$ cat config.mk
export PLATFORM = sky130hd
export DESIGN_NAME = crc16_frame_builder_top
export DESIGN_NICKNAME = d
export VERILOG_FILES = /design/src/rtl/cfb_pkg.sv /design/src/rtl/cfb_front.sv /design/src/rtl/cfb_queue.sv /design/src/rtl/cfb_back.sv /design/src/rtl/crc16_frame_builder_top.sv
export SDC_FILE = /design/constraint.sdc
export NUM_CORES = 1
export LEC_CHECK = 0
export BUFFER_PORTS_ARGS = -buffer_cell sky130_fd_sc_hd__clkbuf_2
export CORE_AREA = 2 2 202 204
export DETAILED_ROUTE_END_ITERATION = 6
export DIE_AREA = 0 0 204 206
export SKIP_LAST_GASP = 1
export SYNTH_ARGS = -nofsm -noshare
export SYNTH_HDL_FRONTEND = slang
export SYNTH_SLANG_ARGS = --single-unit
export TNS_END_PERCENT = 30
$ cat constraint.sdc
create_clock -name clk -period 4.2 [get_ports clk]
set_input_delay 0.42 -clock clk [delete_from_list [all_inputs] [get_ports clk]]
set_output_delay 0.42 -clock clk [all_outputs]
set_load 0.01 [all_outputs]
$ cat src/rtl/cfb_pkg.sv
// Package: shared types, constants and the CRC byte update for the frame builder.
`timescale 1ns / 1ps
package cfb_pkg;

  localparam int unsigned MAX_PAYLOAD = 64;
  localparam int unsigned REM_W = $clog2(MAX_PAYLOAD + 1);
  localparam logic [15:0] CRC_INIT = 16'hFFFF;
  localparam logic [15:0] CRC_POLY = 16'hA001;

  localparam int unsigned Q_DEPTH = 4;
  localparam int unsigned Q_AW = $clog2(Q_DEPTH);

  // configuration register indexes
  localparam logic [1:0] REG_START_ONE = 2'd0;
  localparam logic [1:0] REG_START_TWO = 2'd1;
  localparam logic [1:0] REG_VERSION   = 2'd2;

  // job kinds passed from the front to the back
  localparam logic [1:0] KIND_START = 2'd0;
  localparam logic [1:0] KIND_DATA  = 2'd1;
  localparam logic [1:0] KIND_ERR   = 2'd2;

  typedef struct packed {
    logic        command;
    logic [7:0]  frame_type;
    logic [15:0] sequence_number;
    logic [15:0] data_len;
    logic [7:0]  data_byte;
  } in_item_t;

  typedef struct packed {
    logic [7:0] out_byte;
    logic       frame_end;
    logic       error;
  } out_item_t;

  typedef struct packed {
    logic [7:0] start_byte_one;
    logic [7:0] start_byte_two;
    logic [7:0] version_byte;
  } cfg_t;

  typedef struct packed {
    logic [1:0]  kind;
    logic        last;       // frame closes with this job: append CRC
    logic [7:0]  frame_type;
    logic [15:0] seq;
    logic [15:0] len;
    logic [7:0]  data;
  } job_t;

  function automatic logic [15:0] crc_byte(input logic [15:0] crc_in, input logic [7:0] b);
    logic [15:0] c;
    c = crc_in ^ {8'h00, b};
    for (int i = 0; i < 8; i++) begin
      if (c[0]) begin
        c = (c >> 1) ^ CRC_POLY;
      end else begin
        c = c >> 1;
      end
    end
    return c;
  endfunction

endpackage

$ cat src/rtl/cfb_front.sv
// Front end: takes input beats, tracks frame state and queues classified jobs.
`timescale 1ns / 1ps
module cfb_front (
  input  logic              clk,
  input  logic              rst_n,
  input  logic              push,
  input  cfb_pkg::in_item_t in_item,
  input  logic              q_full,
  output logic              q_push,
  output cfb_pkg::job_t     q_job
);
  import cfb_pkg::*;

  logic             frame_open_r, frame_open_nxt;
  logic [REM_W-1:0] remaining_r, remaining_nxt;
  logic             len_bad;

  assign q_push  = push && !q_full;
  assign len_bad = in_item.data_len > 16'(MAX_PAYLOAD);

  always_comb begin
    frame_open_nxt  = frame_open_r;
    remaining_nxt   = remaining_r;
    q_job.kind       = KIND_ERR;
    q_job.last       = 1'b0;
    q_job.frame_type = in_item.frame_type;
    q_job.seq        = in_item.sequence_number;
    q_job.len        = in_item.data_len;
    q_job.data       = in_item.data_byte;
    if (!in_item.command) begin
      // a start always drops whatever frame was open
      frame_open_nxt = 1'b0;
      remaining_nxt  = '0;
      if (!len_bad) begin
        q_job.kind = KIND_START;
        if (in_item.data_len == 16'd0) begin
          q_job.last = 1'b1;
        end else begin
          frame_open_nxt = 1'b1;
          remaining_nxt  = in_item.data_len[REM_W-1:0];
        end
      end
    end else if (frame_open_r && (remaining_r != '0)) begin
      q_job.kind    = KIND_DATA;
      remaining_nxt = remaining_r - REM_W'(1);
      if (remaining_r == REM_W'(1)) begin
        q_job.last     = 1'b1;
        frame_open_nxt = 1'b0;
      end
    end
  end

  always_ff @(posedge clk) begin
    if (!rst_n) begin
      frame_open_r <= 1'b0;
      remaining_r  <= '0;
    end else if (q_push) begin
      frame_open_r <= frame_open_nxt;
      remaining_r  <= remaining_nxt;
    end
  end

endmodule

$ cat src/rtl/cfb_queue.sv
// Short job queue between the front and back ends.
`timescale 1ns / 1ps
module cfb_queue (
  input  logic          clk,
  input  logic          rst_n,
  input  logic          wr_en,
  input  cfb_pkg::job_t wr_job,
  input  logic          rd_en,
  output cfb_pkg::job_t rd_job,
  output logic          q_full,
  output logic          q_empty
);
  import cfb_pkg::*;

  job_t          mem_r [Q_DEPTH];
  logic [Q_AW-1:0] wr_ptr_r, rd_ptr_r;
  logic [Q_AW:0]   count_r;

  assign q_full  = count_r == (Q_AW + 1)'(Q_DEPTH);
  assign q_empty = count_r == '0;
  assign rd_job  = mem_r[rd_ptr_r];

  always_ff @(posedge clk) begin
    if (wr_en) begin
      mem_r[wr_ptr_r] <= wr_job;
    end
  end

  always_ff @(posedge clk) begin
    if (!rst_n) begin
      wr_ptr_r <= '0;
      rd_ptr_r <= '0;
      count_r  <= '0;
    end else begin
      if (wr_en) begin
        wr_ptr_r <= wr_ptr_r + Q_AW'(1);
      end
      if (rd_en) begin
        rd_ptr_r <= rd_ptr_r + Q_AW'(1);
      end
      if (wr_en && !rd_en) begin
        count_r <= count_r + (Q_AW + 1)'(1);
      end else if (rd_en && !wr_en) begin
        count_r <= count_r - (Q_AW + 1)'(1);
      end
    end
  end

endmodule

$ cat src/rtl/cfb_back.sv
// Back end: walks each job beat by beat, runs the CRC and fills the output register.
`timescale 1ns / 1ps
module cfb_back (
  input  logic               clk,
  input  logic               rst_n,
  input  cfb_pkg::cfg_t      cfg,
  input  cfb_pkg::job_t      job,
  input  logic               q_empty,
  output logic               q_pop,
  output logic               empty,
  input  logic               pop,
  output cfb_pkg::out_item_t out_item
);
  import cfb_pkg::*;

  logic [3:0]  step_r, step_nxt;
  logic [15:0] crc_r, crc_nxt;
  logic        out_valid_r;
  out_item_t   out_item_r;
  logic        advance;
  logic [3:0]  last_step;
  out_item_t   beat;
  logic        covered;
  logic [15:0] crc_base;

  assign advance  = !q_empty && (!out_valid_r || pop);
  assign q_pop    = advance && (step_r == last_step);
  assign empty    = !out_valid_r;
  assign out_item = out_item_r;

  always_comb begin
    case (job.kind)
      KIND_START: last_step = job.last ? 4'd9 : 4'd7;
      KIND_DATA:  last_step = job.last ? 4'd2 : 4'd0;
      default:    last_step = 4'd0;
    endcase
  end

  always_comb begin
    beat    = '0;
    covered = 1'b0;
    case (job.kind)
      KIND_START: begin
        case (step_r)
          4'd0: beat.out_byte = cfg.start_byte_one;
          4'd1: beat.out_byte = cfg.start_byte_two;
          4'd2: begin beat.out_byte = cfg.version_byte;  covered = 1'b1; end
          4'd3: begin beat.out_byte = job.frame_type;    covered = 1'b1; end
          4'd4: begin beat.out_byte = job.seq[7:0];      covered = 1'b1; end
          4'd5: begin beat.out_byte = job.seq[15:8];     covered = 1'b1; end
          4'd6: begin beat.out_byte = job.len[7:0];      covered = 1'b1; end
          4'd7: begin beat.out_byte = job.len[15:8];     covered = 1'b1; end
          4'd8: beat.out_byte = crc_r[7:0];
          4'd9: begin beat.out_byte = crc_r[15:8]; beat.frame_end = 1'b1; end
          default: beat = '0;
        endcase
      end
      KIND_DATA: begin
        case (step_r)
          4'd0: begin beat.out_byte = job.data; covered = 1'b1; end
          4'd1: beat.out_byte = crc_r[7:0];
          4'd2: begin beat.out_byte = crc_r[15:8]; beat.frame_end = 1'b1; end
          default: beat = '0;
        endcase
      end
      default: begin
        beat.frame_end = 1'b1;
        beat.error     = 1'b1;
      end
    endcase
  end

  // a new header restarts the CRC, which also drops an abandoned frame
  assign crc_base = ((job.kind == KIND_START) && (step_r == 4'd0)) ? CRC_INIT : crc_r;

  always_comb begin
    crc_nxt  = crc_r;
    step_nxt = step_r;
    if (advance) begin
      step_nxt = (step_r == last_step) ? 4'd0 : step_r + 4'd1;
      if (beat.frame_end) begin
        crc_nxt = CRC_INIT;
      end else if (covered) begin
        crc_nxt = crc_byte(crc_base, beat.out_byte);
      end else begin
        crc_nxt = crc_base;
      end
    end
  end

  always_ff @(posedge clk) begin
    if (!rst_n) begin
      step_r      <= 4'd0;
      crc_r       <= CRC_INIT;
      out_valid_r <= 1'b0;
    end else begin
      step_r <= step_nxt;
      crc_r  <= crc_nxt;
      if (advance) begin
        out_valid_r <= 1'b1;
      end else if (pop) begin
        out_valid_r <= 1'b0;
      end
    end
  end

  always_ff @(posedge clk) begin
    if (advance) begin
      out_item_r <= beat;
    end
  end

endmodule

$ cat src/rtl/crc16_frame_builder_top.sv
// Top level: configuration registers and the front, queue and back ends.
//
//   channel | handshake         | payload
//   --------+-------------------+---------------------------------------
//   input   | push / full       | in_item  (command, header, data byte)
//   result  | empty / pop       | out_item (out_byte, frame_end, error)
//   config  | cfg_we            | cfg_index, cfg_data
//
// One input beat a cycle while the 4-entry job queue has room.
// The back end emits one byte a cycle unless pop holds it: 8 or 10 per start,
// 1 or 3 per payload byte, 1 per error; queued jobs feed a registered output.
// Synchronous active-low reset clears frame state, the queue and the output.
// pop low holds the output byte; the queue keeps taking input until it fills.
`timescale 1ns / 1ps
module crc16_frame_builder_top (
  input  logic               clk,
  input  logic               rst_n,
  input  logic               push,
  output logic               full,
  input  cfb_pkg::in_item_t  in_item,
  output logic               empty,
  input  logic               pop,
  output cfb_pkg::out_item_t out_item,
  input  logic               cfg_we,
  input  logic [1:0]         cfg_index,
  input  logic [7:0]         cfg_data
);
  import cfb_pkg::*;

  cfg_t cfg_r;
  job_t wr_job, rd_job;
  logic q_push, q_pop, q_empty;

  always_ff @(posedge clk) begin
    if (!rst_n) begin
      cfg_r.start_byte_one <= 8'h00;
      cfg_r.start_byte_two <= 8'h00;
      cfg_r.version_byte   <= 8'h01;
    end else if (cfg_we) begin
      case (cfg_index)
        REG_START_ONE: cfg_r.start_byte_one <= cfg_data;
        REG_START_TWO: cfg_r.start_byte_two <= cfg_data;
        REG_VERSION:   cfg_r.version_byte   <= cfg_data;
        default:       cfg_r <= cfg_r;
      endcase
    end
  end

  cfb_front u_front (
    .clk     (clk),
    .rst_n   (rst_n),
    .push    (push),
    .in_item (in_item),
    .q_full  (full),
    .q_push  (q_push),
    .q_job   (wr_job)
  );

  cfb_queue u_queue (
    .clk     (clk),
    .rst_n   (rst_n),
    .wr_en   (q_push),
    .wr_job  (wr_job),
    .rd_en   (q_pop),
    .rd_job  (rd_job),
    .q_full  (full),
    .q_empty (q_empty)
  );

  cfb_back u_back (
    .clk      (clk),
    .rst_n    (rst_n),
    .cfg      (cfg_r),
    .job      (rd_job),
    .q_empty  (q_empty),
    .q_pop    (q_pop),
    .empty    (empty),
    .pop      (pop),
    .out_item (out_item)
  );

endmodule

==> results of run 1 <==
## metal layers
metal / GRT usage / vias to the layer above / share of wire
li1: - / 3362 / -
met1: 0.201 / 3527 / 0.46
met2: 0.215 / 285 / 0.45
met3: 0.0263 / 47 / 0.074
met4: 0.0303 / 0 / 0.020
met5: 0 / - / 0
## layout make-up
type | count | area share
multi-input combinational | 485 | 0.275
clock buffer | 35 | 0.0562
inverter | 20 | 0.00542
tap | 532 | 0.0480
clock inverter | 20 | 0.0159
timing repair buffer | 103 | 0.0459
sequential | 276 | 0.554
## synthesized netlist by cell type, drive strengths merged, types with 4 or more instances
cell type	count	share of area
nor3	11	0.0047
a221oi	5	0.0037
a22oi	6	0.0042
nor2	84	0.028
mux2i	84	0.071
a32oi	4	0.0030
edfxtp	214	0.55
and2	12	0.0064
nand4bb	5	0.0048
nand4b	5	0.0037
o21ai	15	0.0067
dfxtp	62	0.11
a31oi	8	0.0042
a222oi	10	0.0085
nand2	41	0.013
o22ai	43	0.023
nor4	7	0.0037
a211oi	4	0.0025
nor2b	4	0.0021
inv	20	0.0064
xor2	15	0.013
mux4	23	0.044
ha	12	0.013
buf	24	0.014
nand3	7	0.0030
clkbuf	22	0.0070
nand3b	5	0.0032
a21oi	21	0.0089
xnor2	14	0.010
## through the flow
step                utilization  cells  total power, mW
floorplan                     -    827             4.62
global placement          0.320   1416             5.18
detailed placement        0.320   1416             5.19
CTS                       0.345   1471             7.83
global route              0.345   1471             8.07
finish                    0.345   1471             7.74
## kinds of logic (layout without fill, tap and decap cells)
family                   count (synthesis)  in the layout  synth area share
flip-flops                             276            276             0.650
XOR/XNOR                                32             32            0.0290
multiplexers                           109            109             0.117
adder cells (fa/ha/maj)                 13             13            0.0144
AO/OA/AOI/OAI                          133            133            0.0786
AND/OR/NAND/NOR                        198            198            0.0829
buffers and inverters                   66            178            0.0275
## sequential cells by signal, summed over array words and instances (netlist names), named ones only
| signal | count |
|---|---|
| u_queue.count_r | 3 |
| u_back.out_item | 10 |
| u_back.step_r | 4 |
| u_back.out_valid_r | 1 |
| u_queue.mem_r | 204 |
| u_queue.wr_ptr_r | 2 |
| u_queue.rd_ptr_r | 2 |
| cfg_r | 24 |
| u_front.frame_open_r | 1 |
| u_back.crc_r | 16 |
| u_front.remaining_r | 7 |
## worst max-delay path, stage by stage (launching register included)
cell,delay (ns)
dfxtp_1,0.45
inv_1,0.12
ha_1,0.40
buf_4,0.27
a22oi_1,0.20
o32ai_1,0.10
or4_1,0.52
nor4_1,0.28
o22ai_1,0.20
xor2_1,0.22
xnor2_1,0.26
xnor3_2,0.33
xnor3_1,0.40
a22oi_2,0.05
## worst max path at each step
stage,end,cells past startpoint,from,slack [ns]
final,u_back.crc_r[0]$_SDFFE_PN1P_,13,u_back.step_r[0]$_SDFFE_PN0P_,0.26
after CTS,u_back.crc_r[0]$_SDFFE_PN1P_,13,u_back.step_r[0]$_SDFFE_PN0P_,0.28
after detailed placement,u_back.crc_r[0]$_SDFFE_PN1P_,13,u_back.step_r[0]$_SDFFE_PN0P_,0.30
after floorplan,u_queue.count_r[2]$_SDFFE_PN0P_,19,flop,0.48
after global routing,u_back.crc_r[0]$_SDFFE_PN1P_,13,u_back.step_r[0]$_SDFFE_PN0P_,0.01
after global placement,u_back.crc_r[0]$_SDFFE_PN1P_,13,u_back.step_r[0]$_SDFFE_PN0P_,0.54
## power groups by stage
stage	clock network (mW)	registers [mW]	logic, mW
2_1_floorplan	0	3.42	1.20
3_3_place_gp	0	3.44	1.74
3_5_place_dp	0	3.45	1.74
4_1_cts	2.69	3.39	1.75
5_1_grt	2.79	3.41	1.87
6_report	2.63	3.38	1.73
==> reports/results.tsv, run 1 <==
stage	metric	value	unit
hold_path	Hold Startpoint	in_item[40]	
clock_tree	Setup Fix Bufs, Post-CTS	0	
detailed_routing	drt pass-1 iters	7	
synthesis	#FFs+latches synth	276	
hold_path	Hold Path Depth	1	
detailed_routing	Post-route DRC	0	
grt	GRT Total Usage	0.139	
synthesis	Main synth FF type	edfxtp_1	
placement	GPL Wtd Cong	0.886	
grt	initial antenna violation count	1	
detailed_routing	Post-DRT Antenna Nets	0	
sta	Hold WS	0.0847	ns
worst_setup_path	path type of the worst setup path	flop to flop	
power	part of the power in the clock network	0.340	
clock_tree	TritonCTS clock tree	built	
power	Pwr per Cell Area	559	nW/µm²
clock_tree	Reg clk slew, reported paths	0.06	ns
power	leakage power	4.73	nW
final_layout	Net count, final	993	
sta	worst relative slew slack	0.392	
worst_setup_path	Reg2Reg Launch Point	u_back.step_r[0]$_SDFFE_PN0P_	
floorplanning	core area	40200	µm²
power	combinational share of power	0.223	
sta	Worst Clk Skew	0.0104	ns
grt	vias in the first global route	7146	
final_layout	final instance area	13900	µm²
worst_setup_path	worst r2r dst	u_back.crc_r[0]$_SDFFE_PN1P_	
worst_setup_path	cell count of the worst reg-to-reg path	13	
detailed_routing	drt wl/cell	20.0	µm
final_layout	# diodes	0	
detailed_routing	Iter 0 DRT Violations	802	
worst_setup_path	critical path data arrival time	4.35	ns
synthesis	EDFF count, synth	214	
hold_path	Worst Hold Endpoint	u_queue.mem_r[3][40]$_DFFE_PP_	
sta	setup ws final	0.258	ns
placement	pre-CTS setup slack	0.301	ns
synthesis	mapped cell area	11800	µm²
power	Sw Ratio	0.286	
grt	pin count of the biggest net entering global routing	61	
floorplanning	chip width	204	µm
power	Sw Pwr	2.21	mW
grt	grt ovf	0	
clock_tree	Longest Clk Path Bufs	3	
clock_tree	Clock Latency Late Sink	0.56	ns
synthesis	Mapped Cells	827	
worst_setup_path	Req. time, crit path	4.61	ns
sta	Tmin final	3.94	ns
sta	final setup vio count	0	
floorplanning	die area	42000	µm²
synthesis	ys async rst share	0	
sta	Max Slew Vio Count	0	
clock_tree	post-CTS sizing	0	
floorplanning	Placement Rows	74	
sta	Final TNS setup	0	ns
hold_path	Hold WC Path Type	primary input to flop	
sta	worst-margin pin slew	0.908	ns
floorplanning	num ports	76	
clock_tree	Sink Count	276	
clock_tree	total CTS buffers	30	
placement	post-DP HPWL	20.7	mm
synthesis	register area share after synthesis	0.650	
final_layout	most frequent cells in the layout	214 x edfxtp_1, 84 x mux2i_1, 81 x nor2_1	
detailed_routing	vias per cell	4.91	
final_layout	commonest non-fill, non-tap cell in the layout	edfxtp_1	
final_layout	layout cells sized above 1	0.207	
job	max cap viols	0	
power	Flop pwr share	0.437	
final_layout	Sequential cell area	7670	µm²
synthesis	Syn. warnings	0	
floorplanning	die height	206	µm
worst_setup_path	worst-path fanout max	13	
synthesis	syn_nets	904	
synthesis	synthesized area per cell	14.3	µm²
placement	PortBufs	75	
sta	final hold viol count	0	
detailed_routing	via count	7221	
final_layout	Filler Cell Count	3936	
sta	RSZ-0062 raised after global routing	false	
clock_tree	hold buffers post-CTS	0	
power	Power Internal	5.53	mW
worst_setup_path	Worst setup SP type	flop	
sta	post-route clock period utilization	0.939	
placement	Placed Area	12900	µm²
clock_tree	CTS H-tree lvls	1	
worst_setup_path	R2R setup slack	0.26	ns
clock_tree	Clock Root Buffer	clkbuf_16	
final_layout	area occupied by multi-input gates	3810	µm²
detailed_routing	drt total wl	29.4	mm
worst_setup_path	Worst setup EP type	flop	
floorplanning	Initial Util	0.293	
grt	first-pass GRT wire length	44.5	mm
synthesis	unique cell type count in the Yosys netlist	66	
power	Worst VDD drop	326	µV
run_status	outcome	completed	
sta	f_max	254	MHz
final_layout	Layout area overhead	17.6	%
(Power assumes the default switching activity.)
==> run 2: changes to the inputs <==
--- a/config.mk
+++ b/config.mk
@@ -5,7 +5,7 @@
 export SDC_FILE = /design/constraint.sdc
 export NUM_CORES = 1
 export LEC_CHECK = 0
-export BUFFER_PORTS_ARGS = -buffer_cell sky130_fd_sc_hd__clkbuf_2
+export BUFFER_PORTS_ARGS = -buffer_cell sky130_fd_sc_hd__buf_2
 export CORE_AREA = 2 2 202 204
 export DETAILED_ROUTE_END_ITERATION = 6
 export DIE_AREA = 0 0 204 206
==> reports/results.tsv, run 2 (synthesis gave the netlist of run 1 again) <==
stage	metric	value	unit	change
clock_tree	Clock Latency Late Sink	0.56	ns	about the same
clock_tree	total CTS buffers	30		unchanged
sta	worst-margin pin slew	0.933	ns	+0.0252 ns
final_layout	area occupied by multi-input gates	3820	µm²	+0.16%
grt	GR Util met1	0.202		+0.00103
final_layout	Filler Cell Count	3928		-0.20%
final_layout	commonest non-fill, non-tap cell in the layout	edfxtp_1		
floorplanning	Placement Rows	74		unchanged
floorplanning	core area	40200	µm²	unchanged
detailed_routing	Post-route DRC	0		unchanged
worst_setup_path	path type of the worst setup path	flop to flop		
worst_setup_path	Largest delay share family, worst path	XOR/XNOR gates		
final_layout	Top reg by flops	u_queue.mem_r		
grt	GRT met2 Usage	0.220		+0.00510
placement	PortBufs	75		unchanged
placement	post-DP HPWL	20.7	mm	about the same
sta	final setup vio count	0		unchanged
grt	first-pass GRT wire length	45.3	mm	+1.8%
worst_setup_path	CP Cell Sequence	inv_1, ha_1, a22oi_1, o32ai_1, or4_1, nor4_2, o22ai_1, xor2_1, xnor2_1, xnor3_2, xnor3_1, a22oi_2		
final_layout	number of flip-flops in the largest register	204		unchanged
clock_tree	TritonCTS clock tree	built		
sta	Final TNS setup	0	ns	unchanged
sta	final hold viol count	0		unchanged
final_layout	Layout area overhead	17.0	%	
sta	Worst Clk Skew	0.0136	ns	+0.00313 ns
power	Pwr per Cell Area	545	nW/µm²	-2.4%
sta	Tmin final	3.90	ns	-0.0438 ns
final_layout	non-filler cells, final	1474		+0.20%
final_layout	Sequential cell area	7670	µm²	unchanged
worst_setup_path	Worst setup EP type	flop		
final_layout	most frequent cells in the layout	214 x edfxtp_1, 84 x mux2i_1, 81 x nor2_1		
worst_setup_path	crit path max-delay cell type	or4_1		
clock_tree	Reg clk slew, reported paths	0.06	ns	about the same
clock_tree	Sink Count	276		unchanged
final_layout	biggest regs	u_queue.mem_r x204, cfg_r x24, u_back.crc_r x16		
detailed_routing	drt pass-1 iters	6		-1
final_layout	layout cells sized above 1	0.204		-0.00256
run_status	outcome	completed		
grt	grt ovf	0		unchanged
final_layout	Net count, final	994		+0.10%
power	leakage power	4.67	nW	-1.2%
worst_setup_path	critical path data arrival time	4.31	ns	-0.04 ns
floorplanning	chip width	204	µm	unchanged
grt	GRT Total Usage	0.142		+0.00327
detailed_routing	drt wl/cell	20.1	µm	+0.41%
sta	f_max	257	MHz	+1.1%
job	max cap viols	0		unchanged
clock_tree	Clock Root Buffer	clkbuf_16		
detailed_routing	via count	7274		+0.73%
sta	RSZ-0062 raised after global routing	false		
sta	post-route clock period utilization	0.928		-0.0104
grt	gr busiest metal	met2		
power	total chip power	7.52	mW	-2.8%
floorplanning	Initial Util	0.293		unchanged
detailed_routing	drt total wl	29.6	mm	+0.61%
detailed_routing	vias per cell	4.93		+0.53%
placement	GPL Wtd Cong	0.873		-1.5%
clock_tree	CTS H-tree lvls	1		unchanged
grt	M3 GR Usage	0.0287		+0.00237
floorplanning	die area	42000	µm²	unchanged
sta	Max Slew Vio Count	0		unchanged
hold_path	Hold WC Path Type	primary input to flop		
grt	initial antenna violation count	2		+1
worst_setup_path	CP max stage delay	0.56	ns	+0.04 ns
floorplanning	num ports	76		unchanged
worst_setup_path	worst-path fanout max	13		unchanged
grt	pin count of the biggest net entering global routing	52		-15%
worst_setup_path	Req. time, crit path	4.61	ns	about the same
power	Worst VDD drop	322	µV	-1.2%
sta	worst relative slew slack	0.375		-0.0168
grt	vias in the first global route	7262		+1.6%
worst_setup_path	Worst setup SP type	flop		
detailed_routing	Post-DRT Antenna Nets	0		unchanged
worst_setup_path	CP bufs+invs	1		-1
placement	Post-Place Cells	1417		+0.071%
clock_tree	Longest Clk Path Bufs	3		unchanged
floorplanning	die height	206	µm	unchanged
detailed_routing	Iter 0 DRT Violations	661		-18%
run 2: cell count changes in the layout (fill, tap and decap cells not counted), sizes merged:
cell      change
clkinv        -4
bufinv        -3
clkinvlp      +1
buf          +76
clkbuf       -68
diode         +1
run 2: worst paths after layout:
kind / from / to / slack [ns] / cells past startpoint
max: u_back.step_r[0]$_SDFFE_PN0P_ / u_back.crc_r[0]$_SDFFE_PN1P_ / 0.30 / 12
min: in_item[26] / u_queue.mem_r[1][26]$_DFFE_PP_ / 0.08 / 1
max reg2reg: u_back.step_r[0]$_SDFFE_PN0P_ / u_back.crc_r[0]$_SDFFE_PN1P_ / 0.30 / 12
min reg2reg: u_front.remaining_r[4]$_SDFFE_PN0P_ / u_front.remaining_r[4]$_SDFFE_PN0P_ / 0.48 / 2
run 2: cell type report:
| cell class | count | area share |
|---|---|---|
| diodes | 1 | 0.000181 |
| clock buffers | 42 | 0.0577 |
| clock inverters | 14 | 0.00780 |
| inverters | 20 | 0.00544 |
| multi-input cells | 485 | 0.277 |
| flip-flops and latches | 276 | 0.556 |
| well taps | 532 | 0.0483 |
| repair buffers | 104 | 0.0475 |
run 2: routing by layer:
layer | share of wire | up-vias
li1 | - | 3355
met1 | 0.46 | 3590
met2 | 0.45 | 276
met3 | 0.068 | 51
met4 | 0.024 | 2
met5 | 0.00041 | -
run 2: timing repair:
item	in CTS	in global routing
gates resized for setup	0	1
hold buffers	0	0
setup endpoints to repair	0	1
setup buffers	0	0
run 2: power by group:
group          switching [mW]  internal, mW  total, mW  leakage [nW]
sequential              0.134          3.26       3.40          2.47
clock                    1.03          1.38       2.42         0.435
combinational            1.01         0.700       1.71          1.77
total                    2.18          5.34       7.52          4.67
run 2: worst reg2reg max path: stages (launching register included):
cell and delay (ns):
dfxtp_1 0.47, inv_1 0.11, ha_1 0.40, a22oi_1 0.41, o32ai_1 0.15, or4_1 0.56
nor4_2 0.25, o22ai_1 0.18, xor2_1 0.27, xnor2_1 0.19, xnor3_2 0.32, xnor3_1 0.39
a22oi_2 0.05
run 2: stage by stage:
step | setup slack [ns] | area (µm²) | hold slack [ns] | util
2_1_floorplan | 0.481 | 11800 | 0.444 | -
3_3_place_gp | 0.315 | 12900 | 0.467 | 0.320
3_5_place_dp | 0.212 | 12900 | 0.472 | 0.320
4_1_cts | 0.187 | 13800 | 0.0523 | 0.343
5_1_grt | 0.0919 | 13800 | 0.0561 | 0.343
6_report | 0.302 | 13800 | 0.0775 | 0.343
